### config.mk
export PLATFORM = sky130hd
export DESIGN_NAME = grid_simple_bit_packer
export DESIGN_NICKNAME = d
export VERILOG_FILES = /design/src/design/gsbp_pkg.sv /design/src/design/grid_simple_bit_packer.sv /design/src/design/gsbp_scale_search.sv /design/src/design/gsbp_quantizer.sv /design/src/design/gsbp_digit_packer.sv
export SDC_FILE = /design/constraint.sdc
export NUM_CORES = 2
export LEC_CHECK = 0
export CAP_MARGIN = 20
export CORE_MARGIN = 2
export CORE_UTILIZATION = 35
export CTS_CLUSTER_SIZE = 20
export DETAILED_ROUTE_END_ITERATION = 8
export DONT_BUFFER_PORTS = 1
export SYNTH_ARGS = -nofsm -noshare
export SYNTH_HDL_FRONTEND = slang
export SYNTH_HIERARCHICAL = 1
export SYNTH_SLANG_ARGS = --single-unit
export TNS_END_PERCENT = 5
### constraint.sdc
create_clock -name clk_i -period 14.5 [get_ports clk_i]
set_input_delay 2.175 -clock clk_i [delete_from_list [all_inputs] [get_ports clk_i]]
set_output_delay 2.175 -clock clk_i [all_outputs]
set_load 0.02 [all_outputs]
### src/design/gsbp_pkg.sv
// ----------------------------------------------------------------------------
// gsbp_pkg - shared definitions of the grid bit packer
// Status codes, configuration register indexes, the code width and the
// status word that the digit packer hands to the control logic.
// ----------------------------------------------------------------------------
package gsbp_pkg;

  // widest packed code, in bits
  localparam int CODE_W      = 31;
  localparam int BITS_W      = 6;
  localparam int STATUS_W    = 3;
  localparam int CFG_INDEX_W = 3;

  // frame status codes
  localparam logic [STATUS_W-1:0] STATUS_OK        = 3'd0;
  localparam logic [STATUS_W-1:0] STATUS_CONSTANT  = 3'd1;
  localparam logic [STATUS_W-1:0] STATUS_BAD_WIDTH = 3'd2;
  localparam logic [STATUS_W-1:0] STATUS_BAD_RANGE = 3'd3;
  localparam logic [STATUS_W-1:0] STATUS_NO_ROOM   = 3'd4;

  // configuration register indexes
  localparam logic [CFG_INDEX_W-1:0] CFG_RANGE_MINIMUM   = 3'd0;
  localparam logic [CFG_INDEX_W-1:0] CFG_RANGE_MAXIMUM   = 3'd1;
  localparam logic [CFG_INDEX_W-1:0] CFG_BITS_PER_VALUE  = 3'd2;
  localparam logic [CFG_INDEX_W-1:0] CFG_BUFFER_CAPACITY = 3'd3;
  localparam logic [CFG_INDEX_W-1:0] CFG_POINT_COUNT     = 3'd4;

  // legal packed widths
  localparam logic [BITS_W-1:0] MIN_BITS = 6'd2;
  localparam logic [BITS_W-1:0] MAX_BITS = 6'd31;

  // digit packer status seen by the control logic
  typedef struct packed {
    logic       busy;       // code bits still to place
    logic       emit;       // next step completes a byte
    logic [7:0] full_byte;  // byte completed by the next step
    logic       fill_nz;    // partial byte holds bits
    logic [7:0] partial;    // partial byte as it stands
  } pk_status_t;

endpackage

### src/design/grid_simple_bit_packer.sv
// ----------------------------------------------------------------------------
// grid_simple_bit_packer - simple packing of a fixed-point sample grid
// Scales each sample of a frame to an unsigned code of bits_per_value bits and
// packs the codes MSB first into a byte stream, with a frame report at the end.
// ----------------------------------------------------------------------------
// One sample word is taken at a time. A packed sample passes the accept and
// select states, the three-stage quantizer, the packer state with one step per
// byte-wide digit (a step waits while the output cannot take a byte), and the
// flush and done states. A skipped sample goes from select to flush and done.
// The first sample of a frame first passes the check and decide states and, for
// a good frame, the bit-serial exponent search. Bytes leave through one output
// register at up to one per cycle while out_stall_i is low; one byte is held back
// inside each sample so that the frame's last byte can carry the frame report.
module grid_simple_bit_packer
  import gsbp_pkg::*;
#(
  parameter int SAMPLE_WIDTH  = 48,
  parameter int FRACTION_BITS = 16
) (
  input  logic                           clk_i,
  input  logic                           rst_ni,
  // configuration
  input  logic                           cfg_write_i,
  input  logic        [CFG_INDEX_W-1:0]  cfg_index_i,
  input  logic        [SAMPLE_WIDTH-1:0] cfg_data_i,
  // sample words
  input  logic                           in_valid_i,
  output logic                           in_stall_o,
  input  logic signed [SAMPLE_WIDTH-1:0] sample_i,
  input  logic                           is_missing_i,
  input  logic                           end_of_grid_i,
  // packed words
  output logic                           out_valid_o,
  input  logic                           out_stall_i,
  output logic        [7:0]              packed_byte_o,
  output logic                           byte_valid_o,
  output logic                           frame_done_o,
  output logic        [STATUS_W-1:0]     status_o,
  output logic signed [6:0]              scale_exponent_o,
  output logic        [23:0]             byte_total_o
);

  localparam int SHIFT_W  = $clog2(SAMPLE_WIDTH + 32);
  localparam int EXP_BASE = SAMPLE_WIDTH + 1 - FRACTION_BITS;

  typedef enum logic [3:0] {
    ST_IDLE,
    ST_CHECK,
    ST_DECIDE,
    ST_SEARCH,
    ST_SELECT,
    ST_QUANT,
    ST_PACK,
    ST_FLUSH,
    ST_DONE
  } state_e;

  state_e state_q;

  // configuration registers
  logic signed [SAMPLE_WIDTH-1:0] range_min_q;
  logic signed [SAMPLE_WIDTH-1:0] range_max_q;
  logic        [BITS_W-1:0]       bits_q;
  logic        [23:0]             capacity_q;
  logic        [23:0]             points_q;

  // current word and frame state
  logic signed [SAMPLE_WIDTH-1:0] sample_q;
  logic                           missing_q;
  logic                           end_q;
  logic                           active_q;
  logic        [STATUS_W-1:0]     frame_status_q;
  logic        [SHIFT_W-1:0]      shift_q;
  logic        [23:0]             count_q;
  logic        [29:0]             prod_q;
  logic                           pend_valid_q;
  logic        [7:0]              pend_byte_q;

  // output register
  logic                out_valid_q;
  logic [7:0]          out_byte_q;
  logic                out_bv_q;
  logic                out_done_q;
  logic [STATUS_W-1:0] out_status_q;
  logic [6:0]          out_exp_q;
  logic [23:0]         out_total_q;

  logic                    bits_ok;
  logic [CODE_W-1:0]       limit;
  logic [27:0]             need;
  logic [SAMPLE_WIDTH-1:0] range_diff;
  logic [STATUS_W-1:0]     decide_status;
  logic                    out_free;
  logic                    can_push;
  logic                    room_left;
  logic                    sample_go;
  logic                    flush_wait;
  logic                    flush_emit;
  logic                    push;
  logic [7:0]              push_byte;
  logic                    done_go;
  logic                    out_load;
  logic [6:0]              fin_exp;
  logic [23:0]             fin_total;

  logic               search_start;
  logic               search_done;
  logic [SHIFT_W-1:0] search_shift;
  logic               quant_start;
  logic               quant_done;
  logic [CODE_W-1:0]  quant_code;
  logic               pack_load;
  logic               pack_step;
  logic               pack_clear;
  pk_status_t         pk;

  // frame checks and limits
  always_comb begin
    bits_ok    = (bits_q >= MIN_BITS) && (bits_q <= MAX_BITS);
    limit      = CODE_W'((32'd1 << bits_q[4:0]) - 32'd1);
    need       = 28'((31'(prod_q) + 31'd7) >> 3);
    range_diff = SAMPLE_WIDTH'(range_max_q - range_min_q);
    priority if (!bits_ok) begin
      decide_status = STATUS_BAD_WIDTH;
    end else if (need > {4'b0000, capacity_q}) begin
      decide_status = STATUS_NO_ROOM;
    end else if (range_max_q < range_min_q) begin
      decide_status = STATUS_BAD_RANGE;
    end else if (range_max_q == range_min_q) begin
      decide_status = STATUS_CONSTANT;
    end else begin
      decide_status = STATUS_OK;
    end
  end

  // sequencing strobes
  always_comb begin
    out_free     = !out_valid_q || !out_stall_i;
    can_push     = !pend_valid_q || out_free;
    room_left    = count_q < capacity_q;
    sample_go    = (frame_status_q == STATUS_OK) && !missing_q && bits_ok;
    search_start = (state_q == ST_DECIDE) && (decide_status == STATUS_OK);
    quant_start  = (state_q == ST_SELECT) && sample_go;
    pack_load    = (state_q == ST_QUANT) && quant_done;
    pack_step    = (state_q == ST_PACK) && pk.busy && can_push;
    flush_wait   = end_q && (frame_status_q == STATUS_OK) && pk.fill_nz && !can_push;
    flush_emit   = (state_q == ST_FLUSH) && end_q && (frame_status_q == STATUS_OK) &&
                   pk.fill_nz && can_push;
    pack_clear   = (state_q == ST_FLUSH) && end_q && !flush_wait;
    push         = ((pack_step && pk.emit) || flush_emit) && room_left;
    push_byte    = (state_q == ST_FLUSH) ? pk.partial : pk.full_byte;
    done_go      = (end_q || pend_valid_q) ? out_free : 1'b1;
    out_load     = (push && pend_valid_q) ||
                   ((state_q == ST_DONE) && done_go && (end_q || pend_valid_q));
    fin_exp      = (frame_status_q == STATUS_OK) ? 7'(EXP_BASE - int'(shift_q)) : 7'd0;
    fin_total    = (frame_status_q == STATUS_OK) ? count_q : 24'd0;
  end

  gsbp_scale_search #(
    .SAMPLE_WIDTH(SAMPLE_WIDTH)
  ) u_search (
    .clk_i  (clk_i),
    .rst_ni (rst_ni),
    .start_i(search_start),
    .diff_i (range_diff),
    .limit_i(limit),
    .done_o (search_done),
    .shift_o(search_shift)
  );

  gsbp_quantizer #(
    .SAMPLE_WIDTH(SAMPLE_WIDTH)
  ) u_quant (
    .clk_i      (clk_i),
    .rst_ni     (rst_ni),
    .start_i    (quant_start),
    .sample_i   (sample_q),
    .range_min_i(range_min_q),
    .shift_i    (shift_q),
    .limit_i    (limit),
    .done_o     (quant_done),
    .code_o     (quant_code)
  );

  gsbp_digit_packer u_pack (
    .clk_i   (clk_i),
    .rst_ni  (rst_ni),
    .load_i  (pack_load),
    .code_i  (quant_code),
    .bits_i  (bits_q[4:0]),
    .step_i  (pack_step),
    .clear_i (pack_clear),
    .status_o(pk)
  );

  // configuration writes
  always_ff @(posedge clk_i or negedge rst_ni) begin
    if (!rst_ni) begin
      range_min_q <= '0;
      range_max_q <= '0;
      bits_q      <= 6'd8;
      capacity_q  <= '0;
      points_q    <= '0;
    end else if (cfg_write_i) begin
      unique case (cfg_index_i)
        CFG_RANGE_MINIMUM:   range_min_q <= cfg_data_i;
        CFG_RANGE_MAXIMUM:   range_max_q <= cfg_data_i;
        CFG_BITS_PER_VALUE:  bits_q      <= cfg_data_i[BITS_W-1:0];
        CFG_BUFFER_CAPACITY: capacity_q  <= cfg_data_i[23:0];
        CFG_POINT_COUNT:     points_q    <= cfg_data_i[23:0];
        default: ;
      endcase
    end
  end

  // sequencer, frame state and output register
  always_ff @(posedge clk_i or negedge rst_ni) begin
    if (!rst_ni) begin
      state_q        <= ST_IDLE;
      sample_q       <= '0;
      missing_q      <= 1'b0;
      end_q          <= 1'b0;
      active_q       <= 1'b0;
      frame_status_q <= STATUS_OK;
      shift_q        <= '0;
      count_q        <= '0;
      prod_q         <= '0;
      pend_valid_q   <= 1'b0;
      pend_byte_q    <= '0;
      out_valid_q    <= 1'b0;
      out_byte_q     <= '0;
      out_bv_q       <= 1'b0;
      out_done_q     <= 1'b0;
      out_status_q   <= '0;
      out_exp_q      <= '0;
      out_total_q    <= '0;
    end else begin
      // output word loaded, or taken downstream
      if (out_load) begin
        out_valid_q <= 1'b1;
      end else if (out_valid_q && !out_stall_i) begin
        out_valid_q <= 1'b0;
      end

      // new byte: the held byte moves out, the new one is held
      if (push) begin
        if (pend_valid_q) begin
          out_byte_q   <= pend_byte_q;
          out_bv_q     <= 1'b1;
          out_done_q   <= 1'b0;
          out_status_q <= '0;
          out_exp_q    <= '0;
          out_total_q  <= '0;
        end
        pend_valid_q <= 1'b1;
        pend_byte_q  <= push_byte;
        count_q      <= count_q + 24'd1;
      end

      unique case (state_q)
        ST_IDLE: begin
          if (in_valid_i) begin
            sample_q  <= sample_i;
            missing_q <= is_missing_i;
            end_q     <= end_of_grid_i;
            state_q   <= active_q ? ST_SELECT : ST_CHECK;
          end
        end
        ST_CHECK: begin
          active_q <= 1'b1;
          prod_q   <= 30'(bits_q) * 30'(points_q);
          state_q  <= ST_DECIDE;
        end
        ST_DECIDE: begin
          frame_status_q <= decide_status;
          shift_q        <= '0;
          state_q        <= (decide_status == STATUS_OK) ? ST_SEARCH : ST_SELECT;
        end
        ST_SEARCH: begin
          if (search_done) begin
            shift_q <= search_shift;
            state_q <= ST_SELECT;
          end
        end
        ST_SELECT: begin
          state_q <= sample_go ? ST_QUANT : ST_FLUSH;
        end
        ST_QUANT: begin
          if (quant_done) begin
            state_q <= ST_PACK;
          end
        end
        ST_PACK: begin
          if (!pk.busy) begin
            state_q <= ST_FLUSH;
          end
        end
        ST_FLUSH: begin
          if (!flush_wait) begin
            state_q <= ST_DONE;
          end
        end
        ST_DONE: begin
          if (done_go) begin
            if (end_q || pend_valid_q) begin
              out_byte_q   <= pend_valid_q ? pend_byte_q : 8'd0;
              out_bv_q     <= pend_valid_q;
              out_done_q   <= end_q;
              out_status_q <= end_q ? frame_status_q : STATUS_OK;
              out_exp_q    <= end_q ? fin_exp : 7'd0;
              out_total_q  <= end_q ? fin_total : 24'd0;
            end
            pend_valid_q <= 1'b0;
            // frame end: back to the reset state
            if (end_q) begin
              active_q       <= 1'b0;
              frame_status_q <= STATUS_OK;
              shift_q        <= '0;
              count_q        <= '0;
            end
            state_q <= ST_IDLE;
          end
        end
        default: state_q <= ST_IDLE;
      endcase
    end
  end

  assign in_stall_o       = state_q != ST_IDLE;
  assign out_valid_o      = out_valid_q;
  assign packed_byte_o    = out_byte_q;
  assign byte_valid_o     = out_bv_q;
  assign frame_done_o     = out_done_q;
  assign status_o         = out_status_q;
  assign scale_exponent_o = out_exp_q;
  assign byte_total_o     = out_total_q;

endmodule

### src/design/gsbp_scale_search.sv
// ----------------------------------------------------------------------------
// gsbp_scale_search - bit-serial search for the binary scale exponent
// Shifts the grid range in one bit per cycle and stops at the last shift for
// which the rounded, scaled range stays below the code limit.
// ----------------------------------------------------------------------------
module gsbp_scale_search
  import gsbp_pkg::*;
#(
  parameter int SAMPLE_WIDTH = 48,
  localparam int SHIFT_W = $clog2(SAMPLE_WIDTH + 32)
) (
  input  logic                    clk_i,
  input  logic                    rst_ni,
  input  logic                    start_i,
  input  logic [SAMPLE_WIDTH-1:0] diff_i,
  input  logic [CODE_W-1:0]       limit_i,
  output logic                    done_o,
  output logic [SHIFT_W-1:0]      shift_o
);

  logic [SAMPLE_WIDTH-1:0] rest_q;
  logic [33:0]             win_q;
  logic                    sat_q;
  logic                    busy_q;
  logic [SHIFT_W-1:0]      shift_q;

  logic [33:0] win_next;
  logic        sat_next;
  logic [33:0] scaled;
  logic        accept;

  // next window bit comes from the top of the remaining range bits
  always_comb begin
    win_next = {win_q[32:0], rest_q[SAMPLE_WIDTH-1]};
    sat_next = sat_q | win_q[33];
    scaled   = {1'b0, win_next[33:1]} + 34'(win_next[0]);
    accept   = !sat_next && (scaled < {3'b000, limit_i});
  end

  assign done_o  = busy_q && !accept;
  assign shift_o = shift_q;

  // control
  always_ff @(posedge clk_i or negedge rst_ni) begin
    if (!rst_ni) begin
      busy_q <= 1'b0;
      sat_q  <= 1'b0;
    end else if (start_i) begin
      busy_q <= 1'b1;
      sat_q  <= 1'b0;
    end else if (busy_q) begin
      if (accept) begin
        sat_q <= sat_next;
      end else begin
        busy_q <= 1'b0;
      end
    end
  end

  // shift registers
  always_ff @(posedge clk_i) begin
    if (start_i) begin
      rest_q  <= diff_i;
      win_q   <= '0;
      shift_q <= '0;
    end else if (busy_q && accept) begin
      rest_q  <= {rest_q[SAMPLE_WIDTH-2:0], 1'b0};
      win_q   <= win_next;
      shift_q <= shift_q + SHIFT_W'(1);
    end
  end

endmodule

### src/design/gsbp_quantizer.sv
// ----------------------------------------------------------------------------
// gsbp_quantizer - sample to packed code
// Three stages: offset from the grid minimum clamped at zero, scaling by the
// frame exponent, then round half up and saturation at the code limit.
// ----------------------------------------------------------------------------
module gsbp_quantizer
  import gsbp_pkg::*;
#(
  parameter int SAMPLE_WIDTH = 48,
  localparam int SHIFT_W = $clog2(SAMPLE_WIDTH + 32)
) (
  input  logic                           clk_i,
  input  logic                           rst_ni,
  input  logic                           start_i,
  input  logic signed [SAMPLE_WIDTH-1:0] sample_i,
  input  logic signed [SAMPLE_WIDTH-1:0] range_min_i,
  input  logic        [SHIFT_W-1:0]      shift_i,
  input  logic        [CODE_W-1:0]       limit_i,
  output logic                           done_o,
  output logic        [CODE_W-1:0]       code_o
);

  localparam int WIDE_W = SAMPLE_WIDTH + CODE_W;
  localparam logic [SHIFT_W-1:0] TOP_SHIFT = SHIFT_W'(WIDE_W);

  logic v1_q, v2_q, v3_q;
  logic [SAMPLE_WIDTH-1:0] gap_q;
  logic [33:0]             win_q;
  logic                    sat_q;
  logic [CODE_W-1:0]       code_q;

  logic [SAMPLE_WIDTH:0]   diff;
  logic [SAMPLE_WIDTH-1:0] gap_d;
  logic [WIDE_W-1:0]       wide;
  logic [33:0]             scaled;
  logic [CODE_W-1:0]       code_d;

  // offset from the minimum, negative offsets clamp to zero
  always_comb begin
    diff = {sample_i[SAMPLE_WIDTH-1], sample_i} - {range_min_i[SAMPLE_WIDTH-1], range_min_i};
    if (!diff[SAMPLE_WIDTH] && (diff != '0)) begin
      gap_d = diff[SAMPLE_WIDTH-1:0];
    end else begin
      gap_d = '0;
    end
  end

  // gap scaled with one extra fraction bit kept for rounding
  assign wide = {gap_q, CODE_W'(0)} >> (TOP_SHIFT - shift_i);

  // round half up, then saturate
  always_comb begin
    scaled = {1'b0, win_q[33:1]} + 34'(win_q[0]);
    if (sat_q || (scaled > {3'b000, limit_i})) begin
      code_d = limit_i;
    end else begin
      code_d = scaled[CODE_W-1:0];
    end
  end

  assign done_o = v3_q;
  assign code_o = code_q;

  // stage valid bits
  always_ff @(posedge clk_i or negedge rst_ni) begin
    if (!rst_ni) begin
      v1_q <= 1'b0;
      v2_q <= 1'b0;
      v3_q <= 1'b0;
    end else begin
      v1_q <= start_i;
      v2_q <= v1_q;
      v3_q <= v2_q;
    end
  end

  // datapath stages
  always_ff @(posedge clk_i) begin
    gap_q  <= gap_d;
    win_q  <= wide[33:0];
    sat_q  <= |wide[WIDE_W-1:34];
    code_q <= code_d;
  end

endmodule

### src/design/gsbp_digit_packer.sv
// ----------------------------------------------------------------------------
// gsbp_digit_packer - MSB-first code to byte packer
// Holds the code left-aligned in a shift register and moves up to one byte
// worth of bits into the partial byte each step.
// ----------------------------------------------------------------------------
module gsbp_digit_packer
  import gsbp_pkg::*;
(
  input  logic              clk_i,
  input  logic              rst_ni,
  input  logic              load_i,
  input  logic [CODE_W-1:0] code_i,
  input  logic [4:0]        bits_i,
  input  logic              step_i,
  input  logic              clear_i,
  output pk_status_t        status_o
);

  logic [31:0] sr_q;
  logic [4:0]  rem_q;
  logic [7:0]  partial_q;
  logic [2:0]  fill_q;

  logic [3:0] room;
  logic [3:0] take;
  logic [7:0] mask;
  logic [7:0] placed;
  logic [7:0] sum_partial;
  logic [3:0] sum_fill;

  // one digit: as many bits as fit in the partial byte
  always_comb begin
    room = 4'd8 - {1'b0, fill_q};
    if (rem_q < {1'b0, room}) begin
      take = rem_q[3:0];
    end else begin
      take = room;
    end
    mask        = 8'hFF << (4'd8 - take);
    placed      = (sr_q[31:24] & mask) >> fill_q;
    sum_partial = partial_q | placed;
    sum_fill    = {1'b0, fill_q} + take;
  end

  always_comb begin
    status_o.busy      = rem_q != 5'd0;
    status_o.emit      = sum_fill[3];
    status_o.full_byte = sum_partial;
    status_o.fill_nz   = fill_q != 3'd0;
    status_o.partial   = partial_q;
  end

  // bit counters and partial byte
  always_ff @(posedge clk_i or negedge rst_ni) begin
    if (!rst_ni) begin
      rem_q     <= '0;
      fill_q    <= '0;
      partial_q <= '0;
    end else begin
      priority if (clear_i) begin
        fill_q    <= '0;
        partial_q <= '0;
      end else if (load_i) begin
        rem_q <= bits_i;
      end else if (step_i) begin
        rem_q <= rem_q - {1'b0, take};
        if (sum_fill[3]) begin
          fill_q    <= '0;
          partial_q <= '0;
        end else begin
          fill_q    <= sum_fill[2:0];
          partial_q <= sum_partial;
        end
      end
    end
  end

  // code shift register
  always_ff @(posedge clk_i) begin
    if (load_i) begin
      sr_q <= {1'b0, code_i} << (6'd32 - {1'b0, bits_i});
    end else if (step_i) begin
      sr_q <= sr_q << take;
    end
  end

endmodule

==> flow_summary.yaml <==
synth:
  synthesis.yosys.warnings: 6
  synth_cell_type_count: 109
  synthDominantCellAreaShare: 0.192
  synth_seq_cells: 579
  synthesis.area_per_instance_um2: 9.04
  synth-edff-count: 80
  synth_top_cell_by_area: "sky130_fd_sc_hd__dfrtp_1"
  post_synth_instance_area_um2: 44700
  postSynthCellCount: 4942
  async_reset_ff_frac: 0.594
  post_synth_most_frequent_cells: "sky130_fd_sc_hd__nand2_1, sky130_fd_sc_hd__inv_1, sky130_fd_sc_hd__dfrtp_1"
  synthTopCellsByArea: "sky130_fd_sc_hd__dfrtp_1, sky130_fd_sc_hd__ha_1, sky130_fd_sc_hd__dfxtp_1, sky130_fd_sc_hd__mux2_2, sky130_fd_sc_hd__edfxtp_1"
  synth.most_common_cell: "sky130_fd_sc_hd__nand2_1"
  seq_area_frac_synth: 0.316
  synthesis.nets: 5404
  synthFlopType: "sky130_fd_sc_hd__dfrtp_1"
critical_path:
  crit_path_top_delay_cell: "sky130_fd_sc_hd__dfrtp_1"
  endpoint_kind: "register"
  required_ns: 15.08
  cp_common_cell: "sky130_fd_sc_hd__ha_1"
  worst_path_largest_cell_delay_ns: 0.74
  worst_setup_path_startpoint: "u_pack/fill_q[0]$_DFFE_PN0P_"
  cp-start-kind: "register"
  cp_cell_sequence: "inv_1 > ha_1 > inv_1 > ha_1 > o21ai_0 > nor3_1 > nor2_1 > a21o_1 > buf_4 > ha_1 > a21o_1 > a21oi_1 > xor2_1 > o2bb2a_4 > a2111oi_4 > nand4_1 > or4_1 > a21oi_1"
  crit_fanout: 41
  worstReg2RegStart: "u_pack/fill_q[0]$_DFFE_PN0P_"
  timing_worst_setup_path_type: "register to register"
  worst_ep_arrival_time_ns: 7.37
global_route:
  number_of_global_route_vias_before_repair: 34911
  antenna_found_initial: 2
  grt_overflow: 0
  grt_pass1_wl_um: 203000
  grtUsageTotal: 0.194
  maximum_number_of_pins_on_one_net_before_global_route_repair: 345
run_status:
  run_status: "completed"
layout:
  layout_cells_excl_fill: 6494
  fill_cells: 12838
  layout.nets: 5237
  syn_to_final_growth_pct: 8.05
  fraction_of_final_layout_cells_with_drive_strength_greater_than_1: 0.121
hold_path:
  min_path_type: "register to register"
  hold_path_startpoint: "u_quant/v2_q$_DFF_PN0_"
cts:
  numCtsBuffers: 69
  clock-root-buffer: "sky130_fd_sc_hd__clkbuf_16"
  ctsResizeCount: 0
  tritoncts: "done"
  cts.sinks: 579
  clockBufferDepth: 3
  worst_setup_hold_path_clk_slew_ns: 0.06
  hold_buffers: 0
  worst_skew_pair.late_latency_ns: 0.67
  post_cts_buffers: 0
  ctsHtreeMaxLevel: 3
sta:
  timing.fmax_ghz: 0.147
  setup-tns-final_ns: 0
  slew_violations: 0
  final.hold.worst_slack_ns: 0.347
  layout_setup_ws_ns: 7.71
  timing_hold_violations_final: 0
  fin_worst_skew_ns: 0.0261
  finalSetupViolCount: 0
  grt_setup_unrepaired: "no"
  worst_pin_slew_ns: 1.28
  layout_worst_path_cycle_share: 0.468
  timing.slew.headroom: 0.149
  time_the_worst_path_needs_with_i_o_delays_and_setup_ns: 6.79
power:
  vdd.ir_drop.worst_uv: 274
  p_sw_frac: 0.482
  seq_power_share: 0.230
  power_per_cell_area_nw_per_um2: 265
  static-leakage-power_nw: 20.7
  clock_power_share: 0.140
  net-switching-power_mw: 6.18
  power_total_mw: 12.8
  combPwrFrac: 0.629
  internal-power_mw: 6.64
floorplanning:
  fp.dieArea_um2: 131000
  io-pin-count: 152
  floorplan.rows: 131
  start_util: 0.351
  core_um2: 127000
  die_x_um: 361
  floorplan.die.height_um: 361
placed_design:
  place_ws_ns: 7.84
  finalWeightedCongestion: 0.910
  dp.cells: 6366
  buffer_ports.inserted: 0
  hpwlAfterDp_um: 97000
route:
  vias: 36443
  drtIter0Drc: 3228
  antenna_violating_nets_post_route: 0
  detail_route.wl_per_cell_um: 19.9
  vias_per_cell: 5.61
  final_wl_um: 129000
  dr.pass1.iters: 7
  drc: 0
run:
  max_cap_violations: 0
-- critical path: cells and delay by family, from the launching register on --
kind	cells	cell delay, ns
xor gates and xnor gates	1	0.37
AOI/OAI and AO/OA	7	1.70
and+or+nand+nor	4	1.92
buffers and inverters	3	0.84
adders and majority gates	3	1.11
DFF	1	0.74
-- flip-flops by register name, summed over array words and instances, names as in the netlist, 8 cells and up --
signal            cells
u_search/rest_q      48
range_max_q          48
range_min_q          48
sample_q             48
u_quant/code_o       31
u_quant/gap_q        48
u_pack/sr_q          32
byte_total_o         24
prod_q               30
packed_byte_o         8
u_search/win_q       34
points_q             24
u_pack/partial_q      8
count_q              24
capacity_q           24
pend_byte_q           8
u_quant/win_q        34
-- kinds of logic (layout without fill, tap and decap cells) --
group	count (synthesis)	in the layout	synth area share
adder cells (fa/ha/maj)	356	356	0.115
XOR/XNOR	197	197	0.0390
AO/OA/AOI/OAI	1214	1214	0.176
other	0	1	0
multiplexers	515	515	0.142
AND/OR/NAND/NOR	1437	1437	0.153
buffers and inverters	644	533	0.0587
flip-flops	579	579	0.316
-- metrics by stage --
step | cell area, um2 | util
after floorplan | 44700 | -
after global placement | 45900 | 0.361
after detailed placement | 45900 | 0.361
after CTS | 48300 | 0.379
after global routing | 48300 | 0.379
final | 48300 | 0.380
-- path summary, 6_finish.rpt --
| path | endpoint | slack [ns] | cells past startpoint |
|---|---|---|---|
| max in group asynchronous | sample_q[42]$_DFFE_PN0P_ | 12.24 | 0 |
| setup reg to reg | count_q[6]$_DFF_PN0_ | 7.71 | 18 |
| setup / recovery | count_q[6]$_DFF_PN0_ | 7.71 | 18 |
| hold reg to reg | u_quant/done_o$_DFF_PN0_ | 0.35 | 0 |
| hold / removal | u_quant/done_o$_DFF_PN0_ | 0.35 | 0 |
| min in group asynchronous | byte_total_o[9]$_DFF_PN0_ | 1.21 | 0 |
-- per-layer routing --
metal,GRT usage,wire (um),up-vias
met5,0,27,-
met4,0.0605,3660,4
met3,0.0363,8360,189
met2,0.306,57900,1042
met1,0.270,59000,17766
li1,-,-,17442
-- power groups by stage --
| stage | Clock, mW | Sequential (mW) | Combinational [mW] |
|---|---|---|---|
| after CTS | 1.84 | 2.95 | 8.00 |
| after global placement | 0 | 2.96 | 7.90 |
| after detailed placement | 0 | 2.97 | 7.94 |
| after global routing | 1.90 | 3.02 | 8.93 |
| final | 1.80 | 2.95 | 8.07 |
| after floorplan | 0 | 2.67 | 6.27 |
-- cells in the final DEF (no fill, tap or decap), types with 37 or more instances in the layout --
| cell type | instances |
|---|---|
| sky130_fd_sc_hd__edfxtp_1 | 80 |
| sky130_fd_sc_hd__mux2_2 | 262 |
| sky130_fd_sc_hd__o211ai_1 | 41 |
| sky130_fd_sc_hd__o22ai_1 | 42 |
| sky130_fd_sc_hd__a211oi_1 | 45 |
| sky130_fd_sc_hd__nor2_1 | 272 |
| sky130_fd_sc_hd__buf_4 | 43 |
| sky130_fd_sc_hd__a21oi_1 | 299 |
| sky130_fd_sc_hd__inv_1 | 354 |
| sky130_fd_sc_hd__fa_1 | 92 |
| sky130_fd_sc_hd__a21o_1 | 110 |
| sky130_fd_sc_hd__and3_1 | 44 |
| sky130_fd_sc_hd__dfxtp_1 | 155 |
| sky130_fd_sc_hd__nor2b_1 | 37 |
| sky130_fd_sc_hd__xor2_1 | 65 |
| sky130_fd_sc_hd__o21ai_0 | 320 |
| sky130_fd_sc_hd__xnor2_1 | 127 |
| sky130_fd_sc_hd__nand4_1 | 67 |
| sky130_fd_sc_hd__nand3_1 | 155 |
| sky130_fd_sc_hd__mux2i_1 | 165 |
| sky130_fd_sc_hd__mux4_2 | 54 |
| sky130_fd_sc_hd__ha_1 | 264 |
| sky130_fd_sc_hd__clkbuf_16 | 72 |
| sky130_fd_sc_hd__and2_1 | 57 |
| sky130_fd_sc_hd__nand2_1 | 555 |
| sky130_fd_sc_hd__dfrtp_1 | 336 |
| sky130_fd_sc_hd__a31oi_1 | 40 |
| sky130_fd_sc_hd__nor3_1 | 82 |
-- cell type report --
cell class              instances  area, um2  area share
clock inverters                26        279     0.00578
multi-input cells            3719      28000       0.581
well taps                    1662       2080      0.0431
clock buffers                 101       2050      0.0425
repair buffers                 44        343     0.00710
diodes                          1       2.50   0.0000518
inverters                     362       1360      0.0283
flip-flops and latches        579      14100       0.293
Power figures use the tool's default switching activity.
